File: src/rtl/qfa_pkg.sv
// ----------------------------------------------------------------------------
// qfa_pkg
// Shared types and constants for the Q16.16 fixed-point unit.
// ----------------------------------------------------------------------------
package qfa_pkg;

	localparam int FracBits = 16;
	localparam int DivBits  = 48;

	typedef enum logic [2:0] {
		OP_FROM_INT = 3'd0,
		OP_TO_INT   = 3'd1,
		OP_MUL      = 3'd2,
		OP_DIV      = 3'd3,
		OP_CLAMP    = 3'd4
	} op_t;

	// classified item passed from front to back
	typedef struct packed {
		logic [2:0]  op;
		logic [31:0] a;
		logic [31:0] b;
		logic [31:0] c;
	} item_t;

endpackage

File: src/rtl/qfa_front.sv
// ----------------------------------------------------------------------------
// qfa_front
// Two-entry queue ahead of the execution back end.
// ----------------------------------------------------------------------------
module qfa_front import qfa_pkg::*; (
	input  logic        clk,
	input  logic        arst_n,
	input  logic        in_valid,
	output logic        in_stall,
	input  item_t       in_item,
	output logic        q_valid,
	input  logic        q_stall,
	output item_t       q_item
);

	item_t       mem_q [2];
	logic        wptr_q;
	logic        rptr_q;
	logic [1:0]  cnt_q;
	logic        push;
	logic        pop;

	assign in_stall = (cnt_q == 2'd2);
	assign q_valid  = (cnt_q != 2'd0);
	assign q_item   = mem_q[rptr_q];
	assign push     = in_valid && !in_stall;
	assign pop      = q_valid && !q_stall;

	// queue storage
	always_ff @(posedge clk) begin
		if (push) begin
			mem_q[wptr_q] <= in_item;
		end
	end

	// pointers and fill
	always_ff @(posedge clk or negedge arst_n) begin
		if (!arst_n) begin
			wptr_q <= 1'b0;
			rptr_q <= 1'b0;
			cnt_q  <= 2'd0;
		end else begin
			if (push) wptr_q <= ~wptr_q;
			if (pop)  rptr_q <= ~rptr_q;
			cnt_q <= cnt_q + {1'b0, push} - {1'b0, pop};
		end
	end

endmodule

File: config.mk
export PLATFORM = sky130hd
export DESIGN_NAME = qfa_front
export DESIGN_NICKNAME = d
export VERILOG_FILES = /design/src/rtl/qfa_pkg.sv /design/src/rtl/qfa_front.sv
export SDC_FILE = /design/constraint.sdc
export NUM_CORES = 1
export LEC_CHECK = 0
export ABC_AREA = 1
export CAP_MARGIN = 10
export CORE_ASPECT_RATIO = 0.7
export CORE_MARGIN = 4
export CORE_UTILIZATION = 28
export CTS_CLUSTER_SIZE = 20
export DETAILED_ROUTE_END_ITERATION = 16
export DONT_BUFFER_PORTS = 1
export GPL_ROUTABILITY_DRIVEN = 0
export GPL_TIMING_DRIVEN = 0
export PLACE_DENSITY = 0.38
export SYNTH_ARGS = -nofsm -noshare
export SYNTH_HDL_FRONTEND = slang
export SYNTH_SLANG_ARGS = --single-unit
File: constraint.sdc
create_clock -name clk -period 11.1 [get_ports clk]
set_input_delay 0.555 -clock clk [delete_from_list [all_inputs] [get_ports clk]]
set_output_delay 0.555 -clock clk [all_outputs]
set_load 0.005 [all_outputs]
== Word level (Yosys, flattened, before mapping) ==
Memories as Yosys holds them, arrays and structs flattened.
Index checks and enable logic that the tools add are counted.
Storage, ports and cells
  register bits: 4
  bits in writable memories: 198
  memories kept: 1
Memories
  mem_q: depth 2, width 99, read ports 1, clocked after memory_dff 0, wr ports 1, RTL line qfa_front.sv:16  | item_t mem_q [2];
Operators by class
  add/subtract/negate cells: 2
  eq/ne operators: 1
  muxes and demuxes: 2
  bitwise operators: 2
  reductions and logical operators: 5
Operator list (number)
  2-bit by 1-bit adder with 2-bit output: 1
  2-bit == test, second input constant: 1
  1-bit logical AND: 2
  1-bit logical NOT: 2
  1-bit two-way mux: 2
  1-bit inverter: 2
  2-bit nonzero test: 1
  2-bit by 1-bit subtractor with 2-bit output: 1

== Depth between registers and ports, before layout ==
  depth after elaboration: 5
  depth in mapped cells: 10
  gate-level depth less buffers: 10

== Worst setup path after synthesis ==
OpenSTA, ideal clock, no wires.
  path type: input to register
  from: input port in_valid
  to: memory mem_q[1][0] (netlist bit), enable pin
  library setup time: 557 ps
  arrival time: 4759 ps
  path slack: 5784 ps
  stages on the path: 2
  buffers on the path: 0
  cells stage by stage: nand2_1 -> nor2_1
On the way
  longest elaborated chain between the ends: 3
Ends and longest elaborated chain
  from (decl): RTL line qfa_front.sv:8  | input logic in_valid,
  1-bit logical AND: RTL line qfa_front.sv:26  | assign push = in_valid && !in_stall;
  1-bit two-way mux: RTL line qfa_front.sv:31  | if (push) begin
  1-bit two-way mux (implied by the code): RTL line qfa_front.sv:32  | mem_q[wptr_q] <= in_item;
  to (decl): RTL line qfa_front.sv:16
No other way between the ends.

==> run_results.csv <==
group,metric,value,unit
synth,seq_area_frac_synth,81.0,%
timing,final.setup.tns,0,ns
synth,synth_top_area_share,79.7,%
pwr,switchingPower,0.761,mW
pwr,p_comb_share,25.3,%
global_routing,grt-ovfl-total,0,
synth,syn_avg_cell_area,13.6,um^2
finish,antenna_cells,0,
synth,synth_area_leader_cell,"edfxtp_1",
pwr,swShare,31.6,%
routing,ant_nets,0,
timing,tightestPinTransition,0.674,ns
routing,wl,16600,um
die,initial_core_util,28.8,%
cts,cts_tree,"built",
critical_path,critical_path_class,"reg2out",
cts,clock-root-buffer,"clkbuf_16",
cts,ctsResizeCount,0,
die,dieArea,29400,um^2
timing,period_share,19.9,%
die,ios,204,
global_routing,grt_pass1_vias,4049,
critical_path,arrival,1.66,ns
routing,routedWlPerCell,17.5,um
finish,final_cell_mix,"nand2_1 (310), edfxtp_1 (198), clkbuf_16 (23)",
routing,num_vias,3925,
cts,cts_buffers,22,
synth,synth.area.top_cells,"edfxtp_1 (80%), nand2_1 (16%), buf_6 (1.5%), dfrtp_1 (1.3%), buf_2 (0.67%)",
critical_path,rr_endpoint,"mem_q[1][55]",
die,rows,49,
cts,clk_latency,0.49,ns
die,die_w,203,um
timing,setup_viol,0,
min_path,min_path_type,"in2reg",
pwr,power.leakage,3.38,nW
timing,fmax,0.452,GHz
routing,first_iter_violations,152,
placed_design,dpl.hpwl,11500,um
finish,syn_to_final_growth,17.2,%
critical_path,max_stage_delay,0.39,ns
pwr,p_int,1.65,mW
synth,syn_area,7460,um^2
global_routing,grt_pass1_wl,24500,um
critical_path,crit_family,"buffers and inverters",
pwr,power_frac_clock,30.1,%
synth,ys.warnings.count,0,
timing,drv_slew,0,
critical_path,r2r_slack,9.11,ns
flow_run,maxCapViolCount,0,
min_path,worstHoldEndpoint,"mem_q[0][0]",
routing,drtPass1Iterations,4,
finish,nets,684,
cts,htree_levels,1,
finish,layout.cells.most_common,"nand2_1",
timing,fin_hold_ws,0.151,ns
synth,ys_ff_latch,202,
global_routing,grt_max_degree,54,
pwr,power_density,275,nW/um^2
pwr,ir_drop,120,uV
pwr,power_frac_seq,44.6,%
routing,drc,0,
critical_path,crit_required,10.55,ns
die,core,25900,um^2
routing,viasPerCell,4.12,
critical_path,r2r-start,"cnt_q[0]",
timing,final_hold_viol_count,0,
critical_path,slowest_stage,"dfrtp_1",
global_routing,grt_antenna_before_repair,0,
critical_path,critPathMaxFanout,10,
finish,fillCellCount,2511,
critical_path,crit_chain,"inv_2 > buf_2 > nand2_1 > nand2_1",
critical_path,r2r_cells,6,
synth,ys_types,11,
die,die_h,145,um
timing,relSlewSlack,55.1,%
min_path,hp-start,"in_item[0]",
outcome,status,"finished, final reports clean",
finish,multi_input_area,1210,um^2
placed_design,portBuffers,0,
cts,clock-sinks,202,
finish,regArea,6050,um^2
cts,path_clk_slew,0.06,ns
synth,synth_cells,550,
critical_path,critPathMostFrequentCell,"nand2_1",
placed_design,placedCellCount,911,
critical_path,crit_buf_inv,2,
finish,drive_gt1_share,9.92,%
timing,post-route-min-period,2.21,ns
cts,post-cts-setup-buffers,0,
synth,synth_fp_nets,655,
cts,clockBufferDepth,3,
critical_path,end_kind,"primary output",
timing,skew,0.0103,ns
global_routing,grt_use_total,10.9,%
finish,final_cells,952,
timing,rsz0062_at_grt,"false",
critical_path,cp-start-kind,"flop",
min_path,whs_path_depth,0,
[kinds of logic after synthesis]
| family | Yosys count | share of synthesized area [%] |
|---|---|---|
| AND/OR/NAND/NOR | 314 | 15.8 |
| buffers and inverters | 32 | 2.83 |
| flip-flops | 202 | 81.0 |
| adder cells (fa/ha/maj) | 2 | 0.335 |
[layout make-up]
class	count	area share [%]
clock inverters	14	1.62
well taps	357	5.11
inverters	11	0.501
flip-flops and latches	202	69.1
repair buffers	5	1.12
clock buffers	26	6.71
multi-input cells	316	13.9
plain buffers	21	1.95
[flip-flops by register name, indices dropped and copies added (netlist names)]
| name | flops |
|---|---|
| rptr_q | 1 |
| mem_q | 198 |
| wptr_q | 1 |
| cnt_q | 2 |
[stage by stage]
stage	worst slack (ns)	power [mW]	cell area, um^2	utilization, %
floorplan	5.78	1.52	7460	-
global placement	3.15	1.73	7910	30.5
detailed placement	9.05	1.73	8010	30.9
CTS	8.76	2.47	8750	33.7
global route	8.71	2.58	8750	33.7
finish	8.89	2.41	8750	33.7
[power groups by stage]
stage	Combinational [mW]	Sequential [mW]	Clock, mW
6_report	0.609	1.07	0.724
3_5_place_dp	0.639	1.09	0
5_1_grt	0.703	1.09	0.787
3_3_place_gp	0.604	1.13	0
2_1_floorplan	0.412	1.11	0
4_1_cts	0.640	1.08	0.754
[worst reg2reg max path, cell delays in order (launching register included)]
cell and delay, ns:
dfrtp_1 0.36, inv_1 0.06, nand2_1 0.09, nand2_1 0.13, nor2_4 0.51, buf_12 0.30, buf_12 0.22
[synth_stat cells]
cell,n
nand3_1,3
inv_1,10
ha_1,2
nand2_1,310
buf_6,10
edfxtp_1,198
dfrtp_1,4
inv_2,1
buf_2,10
buf_4,1
nor2_1,1
[repair_timing]
action                     in CTS  in global routing
hold endpoints to repair        4                  0
setup endpoints to repair       0                  0
hold buffers                    1                  0
[how the worst max path moves through the flow]
stage / start / to / slack, ns / cells past startpoint
after floorplan: in_valid / mem_q[1][0] / 5.78 / 2
after global placement: in_valid / mem_q[1][55] / 3.15 / 2
after detailed placement: in_valid / mem_q[1][57] / 9.05 / 4
after CTS: rptr_q / q_item[32] / 8.76 / 4
after global routing: rptr_q / q_item[32] / 8.71 / 4
final: rptr_q / q_item[35] / 8.89 / 4
[metal layers]
metal  track usage [%]  share of wire (%)
met1              12.6                 39
met4              3.02                2.5
met5                 0                  0
met2              17.1                 45
met3              7.06                 14
Note: power is estimated with default switching activity, not from simulation.
